File: src/rtl/core/sacl_pkg.sv
package sacl_pkg;

	localparam int LINES_DEF = 64;
	localparam int ADDR_W    = 32;
	localparam int STAMP_W   = 32;
	localparam int CFG_IDX_W = 2;
	localparam int CFG_DAT_W = 4;

	localparam logic [CFG_IDX_W-1:0] CFG_OFFSET_BITS  = 2'd0;
	localparam logic [CFG_IDX_W-1:0] CFG_WAYS_LOG2    = 2'd1;
	localparam logic [CFG_IDX_W-1:0] CFG_REPLACE_MODE = 2'd2;

	localparam logic [3:0] OFFSET_RST = 4'd4;
	localparam logic [2:0] WAYS_RST   = 3'd2;

	localparam logic MODE_LRU  = 1'b0;
	localparam logic MODE_FIFO = 1'b1;

	typedef struct packed {
		logic [3:0] offset_bits;
		logic [2:0] ways_log2;
		logic       replace_mode;
	} cfg_t;

	typedef struct packed {
		logic               valid;
		logic [ADDR_W-1:0]  tag;
		logic [STAMP_W-1:0] stamp;
	} line_t;

	typedef enum logic [1:0] {
		ST_CLR,
		ST_IDLE,
		ST_SCAN,
		ST_WR
	} state_t;

endpackage

File: src/rtl/core/sacl_lines.sv
module sacl_lines import sacl_pkg::*; #(
	parameter int LINES = LINES_DEF,
	parameter int IDX_W = 6
) (
	input  logic             clk,
	input  logic             we,
	input  logic [IDX_W-1:0] waddr,
	input  line_t            wdata,
	input  logic             re,
	input  logic [IDX_W-1:0] raddr,
	output line_t            rdata
);

	line_t mem_q [LINES];

	always_ff @(posedge clk) begin
		if (we) begin
			mem_q[waddr] <= wdata;
		end
		if (re) begin
			rdata <= mem_q[raddr];
		end
	end

endmodule

File: src/rtl/core/sacl_ctrl.sv
module sacl_ctrl import sacl_pkg::*; #(
	parameter int LINES = LINES_DEF,
	parameter int IDX_W = 6
) (
	input  logic              clk,
	input  logic              arst_n,
	input  cfg_t              cfg,
	input  logic              start,
	input  logic [ADDR_W-1:0] address,
	output logic              busy,
	output logic              done,
	output logic              hit,
	output logic [5:0]        line_index,
	output logic              evicted_valid,
	output logic [31:0]       hits_total,
	output logic [31:0]       misses_total
);

	localparam int L2   = $clog2(LINES + 1) - 1;
	localparam int WC_W = IDX_W + 1;
	localparam logic [3:0] L2_V = 4'(L2);

	state_t state_q, state_d;

	logic [IDX_W-1:0] clr_cnt_q;
	logic [ADDR_W-1:0] tag_q;
	logic [IDX_W-1:0] base_q;
	logic [WC_W-1:0]  ways_q;
	logic [WC_W-1:0]  rd_cnt_q;
	logic [WC_W-1:0]  cmp_cnt_q;
	logic             cmp_vld_q;
	logic             hit_q;
	logic [IDX_W-1:0] idx_q;
	logic [STAMP_W-1:0] vstamp_q;
	logic             vvalid_q;
	logic             found_inv_q;
	logic [31:0]      access_q, fill_q, hit_cnt_q, miss_cnt_q;

	// decode of the incoming address
	logic [3:0]        wl, set_bits;
	logic [ADDR_W-1:0] shifted, set_val, tag_val;

	always_comb begin
		wl       = ({1'b0, cfg.ways_log2} > L2_V) ? L2_V : {1'b0, cfg.ways_log2};
		set_bits = L2_V - wl;
		shifted  = address >> cfg.offset_bits;
		set_val  = shifted & ((ADDR_W'(1) << set_bits) - ADDR_W'(1));
		tag_val  = shifted >> set_bits;
	end

	// memory
	logic             mem_we, mem_re;
	logic [IDX_W-1:0] mem_waddr, mem_raddr;
	line_t            mem_wdata, rdata;

	sacl_lines #(.LINES(LINES), .IDX_W(IDX_W)) u_lines (
		.clk   (clk),
		.we    (mem_we),
		.waddr (mem_waddr),
		.wdata (mem_wdata),
		.re    (mem_re),
		.raddr (mem_raddr),
		.rdata (rdata)
	);

	logic [IDX_W-1:0] cmp_line;
	logic             tag_eq, last_way, scan_end;
	logic [31:0]      now;

	assign cmp_line = base_q + cmp_cnt_q[IDX_W-1:0];
	assign tag_eq   = rdata.valid && (rdata.tag == tag_q);
	assign last_way = (cmp_cnt_q == ways_q - WC_W'(1));
	assign scan_end = cmp_vld_q && (tag_eq || last_way);
	assign now      = access_q + 32'd1;

	// next state
	always_comb begin
		state_d = state_q;
		unique case (state_q)
			ST_CLR:  if (clr_cnt_q == IDX_W'(LINES - 1)) state_d = ST_IDLE;
			ST_IDLE: if (start) state_d = ST_SCAN;
			ST_SCAN: if (scan_end) state_d = ST_WR;
			ST_WR:   state_d = ST_IDLE;
			default: state_d = ST_IDLE;
		endcase
	end

	// outputs of the sequencer
	always_comb begin
		busy      = 1'b1;
		mem_we    = 1'b0;
		mem_waddr = idx_q;
		mem_wdata = '{valid: 1'b1, tag: tag_q, stamp: vstamp_q};
		mem_re    = 1'b0;
		mem_raddr = base_q + rd_cnt_q[IDX_W-1:0];
		unique case (state_q)
			ST_CLR: begin
				mem_we    = 1'b1;
				mem_waddr = clr_cnt_q;
				mem_wdata = '{valid: 1'b0, tag: '0, stamp: '0};
			end
			ST_IDLE: busy = 1'b0;
			ST_SCAN: mem_re = (rd_cnt_q < ways_q);
			ST_WR: begin
				mem_we = 1'b1;
				if (cfg.replace_mode == MODE_LRU) begin
					mem_wdata.stamp = now;
				end else if (!hit_q) begin
					mem_wdata.stamp = fill_q;
				end
			end
			default: busy = 1'b1;
		endcase
	end

	always_ff @(posedge clk or negedge arst_n) begin
		if (!arst_n) begin
			state_q    <= ST_CLR;
			clr_cnt_q  <= '0;
			cmp_vld_q  <= 1'b0;
			done       <= 1'b0;
			access_q   <= '0;
			fill_q     <= '0;
			hit_cnt_q  <= '0;
			miss_cnt_q <= '0;
		end else begin
			state_q   <= state_d;
			done      <= (state_q == ST_WR);
			cmp_vld_q <= mem_re;
			if (state_q == ST_CLR) begin
				clr_cnt_q <= clr_cnt_q + IDX_W'(1);
			end
			if (state_q == ST_WR) begin
				access_q <= now;
				if (hit_q) begin
					if (hit_cnt_q != '1) hit_cnt_q <= hit_cnt_q + 32'd1;
				end else begin
					if (miss_cnt_q != '1) miss_cnt_q <= miss_cnt_q + 32'd1;
					if (cfg.replace_mode == MODE_FIFO) fill_q <= fill_q + 32'd1;
				end
			end
		end
	end

	// scan datapath, no reset needed
	always_ff @(posedge clk) begin
		if (state_q == ST_IDLE && start) begin
			tag_q     <= tag_val;
			base_q    <= IDX_W'(set_val << wl);
			ways_q    <= WC_W'(1) << wl;
			rd_cnt_q  <= '0;
			cmp_cnt_q <= '0;
			hit_q     <= 1'b0;
		end
		if (state_q == ST_SCAN) begin
			if (mem_re) rd_cnt_q <= rd_cnt_q + WC_W'(1);
			if (cmp_vld_q) begin
				cmp_cnt_q <= cmp_cnt_q + WC_W'(1);
				if (tag_eq) begin
					hit_q    <= 1'b1;
					idx_q    <= cmp_line;
					vstamp_q <= rdata.stamp;
				end else if (cmp_cnt_q == '0) begin
					// first way seeds the victim
					idx_q       <= cmp_line;
					vstamp_q    <= rdata.stamp;
					vvalid_q    <= rdata.valid;
					found_inv_q <= !rdata.valid;
				end else if (!found_inv_q) begin
					if (!rdata.valid) begin
						idx_q       <= cmp_line;
						vvalid_q    <= 1'b0;
						found_inv_q <= 1'b1;
					end else if (rdata.stamp < vstamp_q) begin
						idx_q    <= cmp_line;
						vstamp_q <= rdata.stamp;
					end
				end
			end
		end
		if (state_q == ST_WR) begin
			hit           <= hit_q;
			line_index    <= 6'(idx_q);
			evicted_valid <= !hit_q && vvalid_q;
			hits_total    <= (hit_q && hit_cnt_q != '1) ? hit_cnt_q + 32'd1 : hit_cnt_q;
			misses_total  <= (!hit_q && miss_cnt_q != '1) ? miss_cnt_q + 32'd1 : miss_cnt_q;
		end
	end

endmodule

File: src/rtl/core/set_assoc_cache_lookup.sv
// Set associative cache lookup, LRU or FIFO replacement.
// Command channel: drive address with start high; the word is taken at a
// rising edge where start is high and busy is low. busy stays high until
// the result has been produced.
// Result: done is high for exactly one cycle with hit, line_index,
// evicted_valid, hits_total and misses_total. The receiver cannot stall;
// the outputs then hold that result until the next lookup writes its own.
// Lookup: W is the ways of the set (1 << ways_log2, clamped to the used
// lines). The scan reads the W ways in turn; a hit stops it early.
// A new word may be accepted in the done cycle. The scan reads one line
// store line per cycle through its single registered read port, and a
// write-back state after the scan updates the line and the result.
// Configuration: cfg_valid/cfg_ready with cfg_index and cfg_data; always
// ready. Index 0 offset_bits, 1 ways_log2, 2 replace_mode; others ignored.
// Reset: valid bits are cleared by a pass over every line of the line
// store, busy high meanwhile; counters and stamps clocks restart at zero.
module set_assoc_cache_lookup import sacl_pkg::*; #(
	parameter int LINES = LINES_DEF
) (
	input  logic                 clk,
	input  logic                 arst_n,
	input  logic                 start,
	input  logic [ADDR_W-1:0]    address,
	output logic                 busy,
	output logic                 done,
	output logic                 hit,
	output logic [5:0]           line_index,
	output logic                 evicted_valid,
	output logic [31:0]          hits_total,
	output logic [31:0]          misses_total,
	input  logic                 cfg_valid,
	output logic                 cfg_ready,
	input  logic [CFG_IDX_W-1:0] cfg_index,
	input  logic [CFG_DAT_W-1:0] cfg_data
);

	// line index width; at least one bit for a single-line cache
	localparam int IDX_W = (LINES > 1) ? $clog2(LINES) : 1;

	cfg_t cfg_q;

	assign cfg_ready = 1'b1;

	always_ff @(posedge clk or negedge arst_n) begin
		if (!arst_n) begin
			cfg_q <= '{offset_bits: OFFSET_RST, ways_log2: WAYS_RST, replace_mode: MODE_LRU};
		end else if (cfg_valid) begin
			unique case (cfg_index)
				CFG_OFFSET_BITS:  cfg_q.offset_bits  <= cfg_data;
				CFG_WAYS_LOG2:    cfg_q.ways_log2    <= cfg_data[2:0];
				CFG_REPLACE_MODE: cfg_q.replace_mode <= cfg_data[0];
				default:          cfg_q <= cfg_q;
			endcase
		end
	end

	sacl_ctrl #(.LINES(LINES), .IDX_W(IDX_W)) u_ctrl (
		.clk           (clk),
		.arst_n        (arst_n),
		.cfg           (cfg_q),
		.start         (start),
		.address       (address),
		.busy          (busy),
		.done          (done),
		.hit           (hit),
		.line_index    (line_index),
		.evicted_valid (evicted_valid),
		.hits_total    (hits_total),
		.misses_total  (misses_total)
	);

endmodule

File: config.mk
export PLATFORM = sky130hd
export DESIGN_NAME = set_assoc_cache_lookup
export DESIGN_NICKNAME = d
export VERILOG_FILES = /design/src/rtl/core/sacl_pkg.sv /design/src/rtl/core/sacl_lines.sv /design/src/rtl/core/sacl_ctrl.sv /design/src/rtl/core/set_assoc_cache_lookup.sv
export SDC_FILE = /design/constraint.sdc
export NUM_CORES = 2
export LEC_CHECK = 0
export BUFFER_PORTS_ARGS = -buffer_cell sky130_fd_sc_hd__clkbuf_2
export CORE_ASPECT_RATIO = 1.75
export CORE_MARGIN = 10
export CORE_UTILIZATION = 45
export DETAILED_ROUTE_END_ITERATION = 8
export GPL_TIMING_DRIVEN = 0
export PLACE_DENSITY = 0.56
export SYNTH_ARGS = -nofsm -noshare
export SYNTH_HDL_FRONTEND = slang
export SYNTH_MEMORY_MAX_BITS = 65536
export SYNTH_SLANG_ARGS = --single-unit
File: constraint.sdc
create_clock -name clk -period 7.3 [get_ports clk]
set_input_delay 0.365 -clock clk [delete_from_list [all_inputs] [get_ports clk]]
set_output_delay 0.365 -clock clk [all_outputs]
set_load 0.02 [all_outputs]
# Word-level counts from Yosys, hierarchy flattened

Memory sizes are Yosys's and may differ from the RTL's. A register that Yosys moved wholly into a read port is not among the register bits.
Cells that the tools add are included.

RAM bits: 4,160
Flip-flop bits (word level): 318
Word-level logic and storage cells: 136
Input port bits: 42
Memories kept: 1
Output and inout bits: 75

Bitwise logic cells: 3
Reductions and logical operators: 26
Add/sub/neg operators: 12
Muxes and demuxes: 43
Equal/unequal tests: 17
Order comparisons: 3
Shifts and indexed selects: 5

Memories:

| name                 | depth | bits a word | read ports | clocked after memory_dff | wr ports | RTL line         | source |
|---|---|---|---|---|---|---|---|
| u_ctrl.u_lines.mem_q | 64    | 65          | 1          | 1                        | 1        | sacl_lines.sv:14 | `line_t mem_q [LINES];` |

Operator list:

| operator              | count |
|---|---|
| $mux 32               | 9 |
| $add 32x1->32 const B | 4 |
| $ne 32x32->1 const B  | 2 |
| $pmux 32 s2           | 1 |
| $shr 32x4->32         | 2 |
| $mux 7                | 6 |
| $mux 6                | 6 |
| $mux 33               | 1 |
| $and 32x32->32        | 1 |
| $eq 32x32->1          | 1 |
| $lt 32x32->1          | 1 |
| $shl 1x4->32 const A  | 1 |
| $shl 32x4->6          | 1 |
| $sub 32x1->32 const B | 1 |
| $mux 1                | 15 |
| $reduce_and 3->1      | 5 |
| $add 7x1->7 const B   | 2 |
| $add 6x6->6           | 2 |
| $reduce_and 5->1      | 2 |
| $pmux 2 s4            | 1 |
| $eq 7x7->1            | 1 |
| $logic_not 7->1       | 1 |
| $lt 7x7->1            | 1 |
| $shl 1x4->7 const A   | 1 |
| 22 further kinds      | 41 |

# Depth between registers and ports, before layout

Word-level depth: 7
Gate-level depth with buffers: 14
Mapped depth without buffers: 10

# Hierarchy

Synthesis repeated with hierarchy kept, for this count alone.

Cells, all modules: 8,520
Area total of the unflattened synthesis: 178,547.5 sq um

Modules (own cells, without submodules):

| module                 | cells an instance | seq. area each (sq um) | instances | area an instance (sq um) |
|---|---|---|---|---|
| sacl_lines             | 6,606             | 126,871.7              | 1         | 158,981.2 |
| sacl_ctrl              | 1,893             | 8,468.1                | 1         | 19,228.4 |
| set_assoc_cache_lookup | 21                | 202.7                  | 1         | 337.8 |

# Least setup slack after synthesis

OpenSTA, ideal clock, no wires.

Path type: register to register
From: register u_ctrl.state_q[0]
To: memory u_ctrl.u_lines.mem_q[0][31] (netlist name) (data pin)
Setup time: 702 ps
Arrival time: 5,709 ps
Clock period less this slack: 6,411 ps
Data required time: 6,598 ps
Setup slack: 889 ps
Stages on the path, launching flop included: 7
Path buffers: 2
Cell sequence: dfrtp_1 ha_1 buf_2 nand2b_1 or2_2 clkbuf_1 o21ai_0

RTL lines:

| item                   | RTL line         | source |
|---|---|---|
| from (decl)            | sacl_ctrl.sv:23  | `state_t state_q, state_d;` |
| from (signal assigned) | sacl_ctrl.sv:127 | `state_q <= state_d;` |
| to (decl)              | sacl_lines.sv:14 |  |

# Final worst setup path

From: register u_ctrl.base_q[0]
To: register u_ctrl.u_lines.rdata[49] (netlist name)

Word-level cells in the longest chain between the ends: 1

Ends and longest elaborated chain:

| item                   | RTL line         | source |
|---|---|---|
| from (decl)            | sacl_ctrl.sv:27  | `logic [IDX_W-1:0] base_q;` |
| from (signal assigned) | sacl_ctrl.sv:149 | `base_q <= IDX_W'(set_val << wl);` |
| $add 6x6->6            | sacl_ctrl.sv:95  | `mem_raddr = base_q + rd_cnt_q[IDX_W-1:0];` |

No other way between the ends.
A chain may end at the register's enable or synchronous reset.

==> impl_metrics.yaml <==
synth:
  synth.area.top_cells: "edfxtp_1, mux4_2, dfrtp_1, xnor2_1, mux2i_1"
  synth_area_um2: 179000
  yosysWarnings: 0
  synth_fp_nets: 8230
  synth_top_area_share_pct: 73.4
  synth_ff_type: "edfxtp_1"
  synthCells: 8119
  yosysTopAreaCell: "edfxtp_1"
  avgSynthCellArea_um2: 22.1
  synth_edf_count: 4382
  ys_seq_area_share_pct: 75.6
  ys_types: 82
  synth_seq_cells: 4543
  postSynth.asyncResetShare_pct: 3.21
setup_path:
  start_kind: "flip-flop"
  cp-startpoint: "u_ctrl.base_q[0]"
  r2r_start: "u_ctrl.base_q[0]"
  crit_chain: "ha_1 > fa_1 > buf_2 > clkbuf_1 > clkbuf_2 > clkbuf_1 > mux4_2 > mux4_2 > a211oi_1 > a21oi_1"
  cp_max_fo: 10
  path_delay_family: "buffers and inverters"
  max_stage_delay_ps: 1100
  cp.arrival_ps: 7450
  crit_required_ps: 7880
  slowest_stage: "a211oi_1"
  crit_buf_inv: 4
  crit_type: "flip-flop to flip-flop"
  endpoint_kind: "flip-flop"
sta:
  slew_violations: 0
  finalSetupViolCount: 0
  clock-skew-final_ps: 63.0
  relSlewSlack_pct: 0.583
  fin_crit_sh_pct: 94.1
  hold_ws_ps: 244
  fmax_ghz: 0.146
  worstMarginPinSlew_ps: 1490
  rsz0062_at_grt: "no"
  period_needed_ps: 6870
  finalSetupTns_ps: 0
  hold_violations: 0
cells_and_area:
  layout-drive-gt1-share_pct: 29.3
  finalNonFillerCells: 14500
  layout_common_cells: "edfxtp_1, mux4_2, clkbuf_16"
  utilization_pct: 52.2
  final_common_cell: "edfxtp_1"
  final_nets: 9055
  area_growth_pct: 15.5
clock_tree:
  cts_buffers: 397
  post_cts.repair.setup_buffers: 0
  clk_latency_ps: 980
  clk_pin_slew_worst_paths_ps: 70
  root_buffer: "clkbuf_16"
  ctsLongestPathBuffers: 4
  clock_sinks: 4543
  cts.htree.levels: 5
  cts_tree: "done"
global_routing:
  grt_first_pass_wirelength_um: 712000
  grt_max_degree: 76
  grt_pass1_vias: 93000
  grt_overflow_total: 0
  track_usage_pct: 23.6
  antenna_found_initial: 25
route:
  ant_nets: 0
  first_pass_iters: 6
  vias: 87600
  routed_via_density: 6.03
  wl_um: 509000
  drtIter0Drc: 9183
  wl_per_cell_um: 35.1
  drc: 0
run_status:
  status: "finished with violations"
  violations: "capacitance limit"
placed_design:
  portBuffers: 115
  place.gp.congestion: 0.855
  dp_hpwl_um: 350000
  dp.cells: 13800
power:
  power_mw: 51.0
  ir_worst_vdd_mv: 0.179
  p_leak_nw: 54.7
  power-per-cell-area_nw_per_um2: 246
floorplanning:
  die_area_um2: 425000
  die_h_um: 855
  die_w_um: 497
  pin_count: 117
  rows: 306
  start_util_pct: 45.2
  core_um2: 397000
run:
  maxCapViolCount: 1
worst_hold_path:
  hp-class: "primary input to flip-flop"
  worstHoldStart: "address[31]"
stage by stage:
step / cell area, um2 / setup slack [ps]
after global routing: 207000 / 478
after CTS: 207000 / 504
after floorplan: 179000 / 889
final: 207000 / 428
after detailed placement: 194000 / 558
after global placement: 187000 / -4170
cell families after synthesis:
family / share of synthesized area [%]
adder cells (fa/ha/maj): 0.490
multiplexers: 17.8
buffers and inverters: 1.19
flip-flops: 75.6
AND/OR/NAND/NOR: 2.30
XOR/XNOR: 1.32
other: 0.00209
AO/OA/AOI/OAI: 1.35
tightest hold or removal path: stages:
cell	delay [ps]
clkbuf_2	140
nand2_1	110
nor2_1	50
a21oi_1	220
nor4_1	100
power by group:
group / internal [mW] / leakage (nW) / switching (mW)
combinational: 0.436 / 15.4 / 0.716
clock: 12.1 / 6.38 / 9.50
sequential: 28.2 / 32.9 / 0.0122
total: 40.8 / 54.7 / 10.2
flip-flops by register name, indices dropped and copies added (netlist names), 2 cells and up:
signal and flops:
cfg_q 8, u_ctrl.access_q 32, u_ctrl.base_q 6, u_ctrl.clr_cnt_q 6
u_ctrl.cmp_cnt_q 7, u_ctrl.fill_q 32, u_ctrl.hit_cnt_q 32, u_ctrl.hits_total 32
u_ctrl.idx_q 6, u_ctrl.line_index 6, u_ctrl.miss_cnt_q 32, u_ctrl.misses_total 32
u_ctrl.rd_cnt_q 7, u_ctrl.state_q 2, u_ctrl.tag_q 32, u_ctrl.u_lines.mem_q 4160
u_ctrl.u_lines.rdata 65, u_ctrl.vstamp_q 32, u_ctrl.ways_q 7
worst paths after layout:
check                                      endpoint  slack, ps  cells past startpoint
setup / recovery           u_ctrl.u_lines.rdata[49]        430                     10
setup reg to reg           u_ctrl.u_lines.rdata[49]        430                     10
max in group asynchronous       u_ctrl.clr_cnt_q[1]       6050                      4
min in group asynchronous     u_ctrl.miss_cnt_q[30]        500                      3
hold / removal                     u_ctrl.tag_q[30]        240                      5
hold reg to reg                 u_ctrl.vstamp_q[10]        460                      0
per-layer routing:
layer  GRT usage (%)  routed length [um]  vias to the layer above
met5               0                  15                        -
met4            9.95               23400                        2
met3            3.20               28100                      848
met2            43.9              279000                     3207
met1            27.1              178000                    47900
li1                -                   -                    35700
synthesized netlist by cell type, types with 6 or more instances:
cell	instances
a31oi_1	9
and2_1	14
a211oi_1	70
buf_1	25
nand2_1	260
a31o_2	6
and3_1	33
nor3_1	41
edfxtp_1	4382
and4_1	8
nor3b_1	9
inv_1	77
mux4_2	1340
nor2_1	183
xor2_1	108
o22ai_1	15
o21a_1	6
buf_2	163
o21ai_0	99
buf_4	9
nor2b_1	106
a22oi_1	15
nor4_1	20
nand2b_1	10
mux2i_1	136
o211ai_1	10
dfrtp_1	144
ha_1	67
a21o_1	10
a21oi_1	108
mux2_2	31
xnor2_1	163
nand4_1	48
dfxtp_1	15
clkbuf_1	225
nand3_1	75
repair_timing:
action | in CTS | in global routing
endpoints found under the hold margin | 159 | 0
resized for setup | 0 | 0
hold buffers | 14 | 0
area by class of cell:
class,instances,area [um2]
antenna,23,57.6
buffer,423,1860
clock buffer,493,10600
clock inverter,223,2490
fill,30500,190000
inverter,78,295
multi-input combinational,3075,42800
sequential,4543,136000
tap,5236,6550
timing repair buffer,426,6930
(Power assumes the default switching activity.)
